<file path="src/design/gmds_pkg.sv">
`default_nettype none

package gmds_pkg;

  // item field widths
  localparam int FUNC_W = 2;
  localparam int IDX_W  = 10;
  localparam int DIRS_W = 4;
  localparam int MARK_W = 2;
  localparam int LEN_W  = 11;

  // configuration port
  localparam int CFG_IDX_W  = 3;
  localparam int CFG_DATA_W = 6;

  localparam logic [CFG_IDX_W-1:0] CFG_GRID_COLS = 3'd0;
  localparam logic [CFG_IDX_W-1:0] CFG_GRID_ROWS = 3'd1;
  localparam logic [CFG_IDX_W-1:0] CFG_START_COL = 3'd2;
  localparam logic [CFG_IDX_W-1:0] CFG_START_ROW = 3'd3;
  localparam logic [CFG_IDX_W-1:0] CFG_GOAL_COL  = 3'd4;
  localparam logic [CFG_IDX_W-1:0] CFG_GOAL_ROW  = 3'd5;

  localparam logic [5:0] RST_GRID_COLS = 6'd32;
  localparam logic [5:0] RST_GRID_ROWS = 6'd32;
  localparam logic [4:0] RST_START_COL = 5'd0;
  localparam logic [4:0] RST_START_ROW = 5'd0;
  localparam logic [4:0] RST_GOAL_COL  = 5'd31;
  localparam logic [4:0] RST_GOAL_ROW  = 5'd31;

  // item functions
  localparam logic [FUNC_W-1:0] FUNC_LOAD  = 2'd0;
  localparam logic [FUNC_W-1:0] FUNC_CLEAR = 2'd1;
  localparam logic [FUNC_W-1:0] FUNC_RUN   = 2'd2;
  localparam logic [FUNC_W-1:0] FUNC_READ  = 2'd3;

  // cell marks
  localparam logic [MARK_W-1:0] MARK_FREE = 2'd0;
  localparam logic [MARK_W-1:0] MARK_DONE = 2'd1;
  localparam logic [MARK_W-1:0] MARK_PATH = 2'd2;

  // directions, also the bit positions in open_dirs
  localparam logic [1:0] DIR_N = 2'd0;
  localparam logic [1:0] DIR_S = 2'd1;
  localparam logic [1:0] DIR_E = 2'd2;
  localparam logic [1:0] DIR_W = 2'd3;

endpackage

`default_nettype wire

</file>
<file path="src/design/gmds_nbr.sv">
`default_nettype none

module gmds_nbr #(
  parameter int MAX_COLS = 32,
  parameter int MAX_ROWS = 32
) (
  input  wire logic [$clog2(MAX_ROWS)-1:0]          top_row,
  input  wire logic [$clog2(MAX_COLS)-1:0]          top_col,
  input  wire logic [$clog2(MAX_COLS*MAX_ROWS)-1:0] top_addr,
  input  wire logic [$clog2(MAX_COLS+1)-1:0]        cols,
  input  wire logic [$clog2(MAX_ROWS+1)-1:0]        rows,
  input  wire logic [gmds_pkg::DIRS_W-1:0]          open_mask,
  input  wire logic [1:0]                           sel_dir,
  output logic      [gmds_pkg::DIRS_W-1:0]          cand,
  output logic      [$clog2(MAX_ROWS)-1:0]          nb_row,
  output logic      [$clog2(MAX_COLS)-1:0]          nb_col,
  output logic      [$clog2(MAX_COLS*MAX_ROWS)-1:0] nb_addr
);

  localparam int CB = $clog2(MAX_COLS);
  localparam int RB = $clog2(MAX_ROWS);
  localparam int AW = $clog2(MAX_COLS * MAX_ROWS);

  logic [gmds_pkg::DIRS_W-1:0] in_grid;

  // passages leading off the grid in use count as closed
  always_comb begin
    in_grid[gmds_pkg::DIR_N] = (top_row != '0);
    in_grid[gmds_pkg::DIR_S] = ((32'(top_row) + 32'd1) < 32'(rows));
    in_grid[gmds_pkg::DIR_E] = ((32'(top_col) + 32'd1) < 32'(cols));
    in_grid[gmds_pkg::DIR_W] = (top_col != '0);
    cand = open_mask & in_grid;
  end

  // coordinates and address of the neighbor in the selected direction
  always_comb begin
    nb_row  = top_row;
    nb_col  = top_col;
    nb_addr = top_addr;
    case (sel_dir)
      gmds_pkg::DIR_N: begin
        nb_row  = top_row - RB'(1);
        nb_addr = top_addr - AW'(MAX_COLS);
      end
      gmds_pkg::DIR_S: begin
        nb_row  = top_row + RB'(1);
        nb_addr = top_addr + AW'(MAX_COLS);
      end
      gmds_pkg::DIR_E: begin
        nb_col  = top_col + CB'(1);
        nb_addr = top_addr + AW'(1);
      end
      gmds_pkg::DIR_W: begin
        nb_col  = top_col - CB'(1);
        nb_addr = top_addr - AW'(1);
      end
      default: begin
      end
    endcase
  end

endmodule

`default_nettype wire

</file>
<file path="config.mk">
export PLATFORM = sky130hd
export DESIGN_NAME = gmds_nbr
export DESIGN_NICKNAME = d
export VERILOG_FILES = /design/src/design/gmds_pkg.sv /design/src/design/gmds_nbr.sv
export SDC_FILE = /design/constraint.sdc
export NUM_CORES = 1
export LEC_CHECK = 0
export BUFFER_PORTS_ARGS = -buffer_cell sky130_fd_sc_hd__buf_2
export CAP_MARGIN = 20
export CORE_UTILIZATION = 49
export DETAILED_ROUTE_END_ITERATION = 7
export MAX_ROUTING_LAYER = met4
export PLACE_DENSITY = 0.84
export SYNTH_ARGS = -nofsm -noshare
export SYNTH_HDL_FRONTEND = slang
export SYNTH_SLANG_ARGS = --single-unit
export TNS_END_PERCENT = 10
</file>
<file path="constraint.sdc">
create_clock -name vclk -period 3.8
set_input_delay 0.95 -clock vclk [all_inputs]
set_output_delay 0.95 -clock vclk [all_outputs]
set_load 0.02 [all_outputs]
</file>
==> results.sh, run 1 <==
export IMPL_worst_setup_path_start_kind="primary input"
export IMPL_dp_cells=266
export IMPL_final_util_pct=67.5
export IMPL_critPathKind="primary input to primary output"
export IMPL_max_freq_mhz=271
export IMPL_n_antenna_cell=0
export IMPL_die_h_um=52.8
export IMPL_cts_hold_buffers=0
export IMPL_globalRouteTotalUtil_pct=23.1
export IMPL_fin_cells=266
export IMPL_yosys_warnings=0
export IMPL_grt_max_degree=28
export IMPL_layout_setup_ws_ps=113
export IMPL_dr_pass1_iters=4
export IMPL_synth_fp_nets=238
export IMPL_synth_top_cell_area_share_pct=21.8
export IMPL_vdd_drop_max_mv=0.0835
export IMPL_sequential_cell_area_um2=0
export IMPL_start_util_pct=51.5
export IMPL_layout_min_cycle_time_ps=3690
export IMPL_gp_congestion=0.895
export IMPL_overflow=0
export IMPL_hp_class="primary input to primary output"
export IMPL_worstSetupEndpointType="primary output"
export IMPL_clkbuf_count=0
export IMPL_core_area_um2=2450
export IMPL_setup_viol=0
export IMPL_rows=18
export IMPL_hpwl_um=2560
export IMPL_powerDensity_nw_per_um2=140
export IMPL_drt_iter0_drc=37
export IMPL_relSlewSlack_pct=78.3
export IMPL_rsz0062_at_grt="false"
export IMPL_area_growth_pct=31.0
export IMPL_drt_wl_total_um=3080
export IMPL_dr_total_vias=1432
export IMPL_hold_violations=0
export IMPL_ys_top_cells_by_area="ha_1 (22%), xnor2_1 (11%), xor2_1 (6.9%)"
export IMPL_post_cts_buffers=0
export IMPL_drc=0
export IMPL_synth_common_cells="ha_1 (22), inv_1 (19), xnor2_1 (16)"
export IMPL_synthCells=176
export IMPL_place_ws_ps=20.4
export IMPL_min_period_over_period_pct=97.0
export IMPL_io_pins=62
export IMPL_netlist_area_um2=1260
export IMPL_dieArea_um2=2790
export IMPL_antenna_left=0
export IMPL_status="complete, no violations"
export IMPL_grt_pass1_vias=1223
export IMPL_synthDistinctLibCells=39
export IMPL_arrival_ps=2740
export IMPL_finalMaxSlewViolations=0
export IMPL_viasPerCell=5.38
export IMPL_grt_pass1_wl_um=5000
export IMPL_design_seq_count=0
export IMPL_cts_resized=0
export IMPL_die_x_um=52.8
export IMPL_cp_data_required_time_ps=2850
export IMPL_syn_avg_cell_area_um2=7.19
export IMPL_tightest_slew_ps=325
export IMPL_io_buffers=62
export IMPL_cap_violations=0
export IMPL_drive_above_1_share_pct=33.1
export IMPL_fin_nets=300
export IMPL_cp_max_fo=4
export IMPL_yosysTopAreaCell="ha_1"
export IMPL_wl_per_cell_um=11.6
export IMPL_yosysMostFrequentCell="ha_1"
export IMPL_ys_seq_area_share_pct=0
export IMPL_leakage_nw=0.828
export IMPL_antenna_found_initial=0
stage by stage:
| step | total power, mW | hold slack [ps] | cell area [um2] | TNS (ps) |
|---|---|---|---|---|
| final | 0.231 | 2230 | 1660 | 0 |
| after global routing | 0.258 | 2240 | 1660 | 0 |
| after CTS | 0.230 | 2230 | 1640 | 0 |
| after detailed placement | 0.229 | 2230 | 1640 | 0 |
| after global placement | 0.224 | 2230 | 1640 | 0 |
| after floorplan | 0.149 | 1990 | 1280 | -6.56 |
routing by layer:
metal | global-route usage (%) | wire (um)
met5 | - | 0
met3 | 0.870 | 146
met4 | 0.877 | 0
met1 | 28.9 | 1410
met2 | 42.8 | 1520
placed cells by master (no fill, tap or decap), drive strengths merged, types with 3 or more instances in the layout:
cell type	netlist	final
buf	1	68
ha	22	22
inv	19	19
xnor2	16	16
nand2	15	15
nor2	10	10
xor2	10	10
o21ai	9	9
a21oi	9	9
nand2b	7	7
nand3	4	4
o21a	4	4
mux2i	3	3
o31ai	3	3
where the power goes:
group          internal, mW  leakage (nW)  total (mW)  switching [mW]
sequential                0             0           0               0
clock                     0             0           0               0
combinational        0.0978         0.828       0.231           0.133
path summary, 6_finish.rpt:
| kind | startpoint | to | slack, ps | cells after the start |
|---|---|---|---|---|
| worst max-delay path | sel_dir[1] | nb_row[4] | 110 | 9 |
| worst min-delay path | open_mask[0] | cand[0] | 2230 | 3 |
critical path, cell delays in order:
cell and delay [ps]:
buf_2 110, nand2b_2 200, ha_1 320, nor2b_1 140, o21a_1 170, or3_1 330, a21oi_2 190, xor2_2 140
buf_2 170
cell type report:
class,count,area [um2]
multi-input combinational,149,1190
fill,238,798
inverter,19,71.3
tap,30,37.5
timing repair buffer,68,355
kinds of logic after synthesis:
| group | count (synthesis) | synth area share, % |
|---|---|---|
| buffers and inverters | 27 | 8.11 |
| multiplexers | 5 | 4.15 |
| AND/OR/NAND/NOR | 54 | 22.5 |
| XOR/XNOR | 26 | 18.0 |
| adder cells (fa/ha/maj) | 24 | 24.9 |
| AO/OA/AOI/OAI | 40 | 22.4 |
(Power assumes the default switching activity.)
==> run 2: changes to the inputs <==
BUFFER_PORTS_ARGS = -buffer_cell sky130_fd_sc_hd__buf_4   (was -buffer_cell sky130_fd_sc_hd__buf_2)
CORE_ASPECT_RATIO = 1.75   (was default)
clock period = 3.9 ns   (was 3.8 ns; I/O delays follow)
==> results.sh, run 2 (same netlist as run 1, synthesis figures left out) <==
export IMPL_clkbuf_count=0
export IMPL_core_area_um2=2460
export IMPL_arrival_ps=2810
export IMPL_drt_wl_total_um=3080
export IMPL_grt_pass1_vias=1304
export IMPL_rsz0062_at_grt="false"
export IMPL_globalRouteTotalUtil_pct=23.6
export IMPL_finalMaxSlewViolations=0
export IMPL_design_seq_count=0
export IMPL_start_util_pct=51.4
export IMPL_final_common_cell="buf_4"
export IMPL_cp_data_required_time_ps=2920
export IMPL_post_cts_buffers=0
export IMPL_tightest_slew_ps=293
export IMPL_overflow=0
export IMPL_hp_class="primary input to primary output"
export IMPL_drc=0
export IMPL_leakage_nw=0.872
export IMPL_status="complete, no violations"
export IMPL_sequential_cell_area_um2=0
export IMPL_cap_violations=0
export IMPL_viasPerCell=5.52
export IMPL_powerDensity_nw_per_um2=141
export IMPL_final_util_pct=72.4
export IMPL_fin_nets=298
export IMPL_min_period_over_period_pct=97.1
export IMPL_relSlewSlack_pct=80.3
export IMPL_hpwl_um=2580
export IMPL_wl_per_cell_um=11.8
export IMPL_dieArea_um2=2800
export IMPL_final_cell_mix="buf_4 (65), ha_1 (22), inv_1 (19)"
export IMPL_fin_hold_ws_ps=2280
export IMPL_setup_viol=0
export IMPL_antenna_left=0
export IMPL_rows=24
export IMPL_grt_max_degree=29
export IMPL_area_growth_pct=40.9
export IMPL_hold_violations=0
export IMPL_setup_tns_ps=0
export IMPL_drt_iter0_drc=35
export IMPL_grt_pass1_wl_um=5070
export IMPL_worstSetupEndpointType="primary output"
export IMPL_cp_max_fo=5
export IMPL_drive_above_1_share_pct=31.2
export IMPL_layout_min_cycle_time_ps=3790
export IMPL_die_h_um=69.2
export IMPL_io_buffers=62
export IMPL_max_freq_mhz=264
export IMPL_worst_setup_path_start_kind="primary input"
export IMPL_io_pins=62
export IMPL_dr_total_vias=1434
export IMPL_critPathKind="primary input to primary output"
export IMPL_dr_pass1_iters=4
export IMPL_vdd_drop_max_mv=0.0831
export IMPL_n_antenna_cell=0
export IMPL_antenna_found_initial=0
export IMPL_die_x_um=40.4
export IMPL_gp_congestion=0.870
run 2: changes by cell type in the layout (fill, tap and decap cells not counted), sizes merged:
cell	delta
buf	-2
run 2: critical path, stage by stage:
cell	delay [ps]
buf_4	110
nand2b_1	230
ha_1	330
nor2b_1	140
o21a_1	170
or3_1	300
a21oi_1	190
xor2_1	190
buf_4	170
run 2: path summary, 6_finish.rpt:
kind	cells after the start	slack, ps	end	startpoint
worst min-delay path	3	2280	nb_col[4]	top_col[4]
worst max-delay path	9	110	nb_row[4]	sel_dir[1]
run 2: cell type report:
class | instances | area [um2]
multi-input combinational | 149 | 1180
tap | 26 | 32.5
timing repair buffer | 66 | 499
fill | 220 | 681
inverter | 19 | 71.3
run 2: per-layer routing:
metal  track usage (%)  vias up  wire length (um)
met1              25.7      662              1210
met4              2.22        0                 0
li1                  -      734                 -
met5                 -        -                 0
met2              44.6       38              1750
met3             0.641        0               109
run 2: power by group:
| group | total [mW] | internal [mW] | switching (mW) |
|---|---|---|---|
| clock | 0 | 0 | 0 |
| sequential | 0 | 0 | 0 |
| combinational | 0.250 | 0.120 | 0.130 |
run 2: through the flow:
stage	area, um2	std cells	power [mW]	worst slack, ps
after floorplan	1270	176	0.145	17.0
after global placement	1770	260	0.245	107
after detailed placement	1770	260	0.249	65.0
after CTS	1770	260	0.250	70.5
after global routing	1780	260	0.277	18.7
final	1780	260	0.250	111
run 2: repair_timing:
action                     CTS  global route
gates resized for setup      0             3
hold buffers                 0             0
setup endpoints to repair    0             3
==> run 3: changes to the inputs <==
CELL_PAD_IN_SITES_DETAIL_PLACEMENT = 0   (was default)
CELL_PAD_IN_SITES_GLOBAL_PLACEMENT = 2   (was default)
CORE_UTILIZATION = 25   (was 49)
PLACE_DENSITY = default   (was 0.84)
PLACE_DENSITY_LB_ADDON = 0.1   (was default)
==> results.sh, run 3 (same netlist as run 1, synthesis figures left out) <==
export IMPL_overflow=0
export IMPL_start_util_pct=26.4
export IMPL_worstSetupEndpointType="primary output"
export IMPL_critical_path_max_stage_delay_ps=320
export IMPL_antenna_left=0
export IMPL_post_dp_cell_area_um2=1800
export IMPL_wl_per_cell_um=13.0
export IMPL_critPathSlowestCell="ha_1"
export IMPL_layout_min_cycle_time_ps=3770
export IMPL_powerDensity_nw_per_um2=140
export IMPL_drive_above_1_share_pct=30.8
export IMPL_final_common_cell="buf_4"
export IMPL_design_area_um2=1810
export IMPL_dieArea_um2=5360
export IMPL_n_antenna_cell=0
export IMPL_leakage_nw=0.873
export IMPL_hpwl_um=3080
export IMPL_dr_pass1_iters=4
export IMPL_hold_path_cell_count=3
export IMPL_highest_layer="met4"
export IMPL_drc=0
export IMPL_rows=33
export IMPL_worst_setup_path_start_kind="primary input"
export IMPL_clkbuf_count=0
export IMPL_nFillCells=541
export IMPL_grt_max_degree=29
export IMPL_met3RoutedLength_um=129
export IMPL_gp_congestion=0.787
export IMPL_wl_met1_um=1490
export IMPL_setup_tns_ps=0
export IMPL_fin_nets=298
export IMPL_die_x_um=55.8
export IMPL_cp_max_fo=5
export IMPL_dr_total_vias=1431
export IMPL_final_cell_mix="buf_4 (65), ha_1 (22), inv_1 (19)"
export IMPL_multi_input_area_um2=1170
export IMPL_crit_path_frequent_cell="buf_4"
export IMPL_tightest_slew_ps=298
export IMPL_vdd_drop_max_mv=0.0964
export IMPL_rsz0062_at_grt="false"
export IMPL_core_area_um2=4790
export IMPL_post_cts_buffers=0
export IMPL_arrival_ps=2790
export IMPL_path_cells="buf_4, nand2b_1, ha_1, nor2b_1, o21a_1, or3_1, a21oi_1, xor2_1, buf_4"
export IMPL_route_met2_wl_um=2080
export IMPL_io_buffers=62
export IMPL_max_freq_mhz=265
export IMPL_globalRouteTotalUtil_pct=13.9
export IMPL_min_period_over_period_pct=96.6
export IMPL_design_seq_count=0
export IMPL_die_h_um=96.1
export IMPL_finalMaxSlewViolations=0
export IMPL_status="complete, no violations"
export IMPL_viasPerCell=5.00
export IMPL_relSlewSlack_pct=80.0
export IMPL_antenna_found_initial=0
export IMPL_io_pins=62
export IMPL_hp_class="primary input to primary output"
export IMPL_cp_data_required_time_ps=2920
export IMPL_setup_viol=0
export IMPL_hold_violations=0
export IMPL_drt_wl_total_um=3710
export IMPL_grt_pass1_vias=1380
export IMPL_final_util_pct=37.9
export IMPL_sequential_cell_area_um2=0
export IMPL_area_growth_pct=43.3
export IMPL_drt_iter0_drc=17
export IMPL_critPathKind="primary input to primary output"
export IMPL_cap_violations=0
export IMPL_grt_pass1_wl_um=6060
==> run 3: cell counts in the layout (fill, tap and decap cells not counted) <==
No cell type changed its count.
==> run 3: per-stage QoR <==
| stage | power, mW | instances | hold slack (ps) | setup slack [ps] |
|---|---|---|---|---|
| 3_3_place_gp | 0.251 | 286 | 2270 | 66.6 |
| 3_5_place_dp | 0.254 | 286 | 2280 | 13.8 |
| 6_report | 0.253 | 286 | 2270 | 132 |
| 4_1_cts | 0.255 | 286 | 2280 | 18.2 |
| 5_1_grt | 0.280 | 286 | 2280 | 9.43 |
| 2_1_floorplan | 0.145 | 176 | 2070 | 17.0 |
==> run 3: power by group <==
group | leakage, nW | internal [mW] | switching, mW
Combinational | 0.873 | 0.121 | 0.132
Clock | 0 | 0 | 0
Sequential | 0 | 0 | 0
Total | 0.873 | 0.121 | 0.132
==> run 3: worst paths after layout <==
check / slack [ps] / end / startpoint
setup / recovery: 130 / nb_row[4] / sel_dir[1]
hold / removal: 2270 / nb_row[4] / top_row[4]
==> run 3: area by class of cell <==
cell class         instances  area share (%)
multi-input cells        149            64.7
repair buffers            66            27.7
inverters                 19            3.93
well taps                 52            3.59
==> run 3: what timing repair did <==
action / CTS / global route
hold buffers: 0 / 0
setup endpoints to repair: 0 / 3
gates resized for setup: 0 / 3
==> run 3: critical path: cells and delay by family <==
family	cells	cell delay (ps)
AO/OA/AOI/OAI	2	390
XOR/XNOR	1	170
adder cells (fa/ha/maj)	1	320
buffers and inverters	2	290
AND/OR/NAND/NOR	3	650
==> run 3: per-layer routing <==
metal,up-vias,global-route usage [%]
met5,-,-
met4,0,0.625
met3,2,0.403
met2,38,28.3
met1,658,15.4
li1,733,-
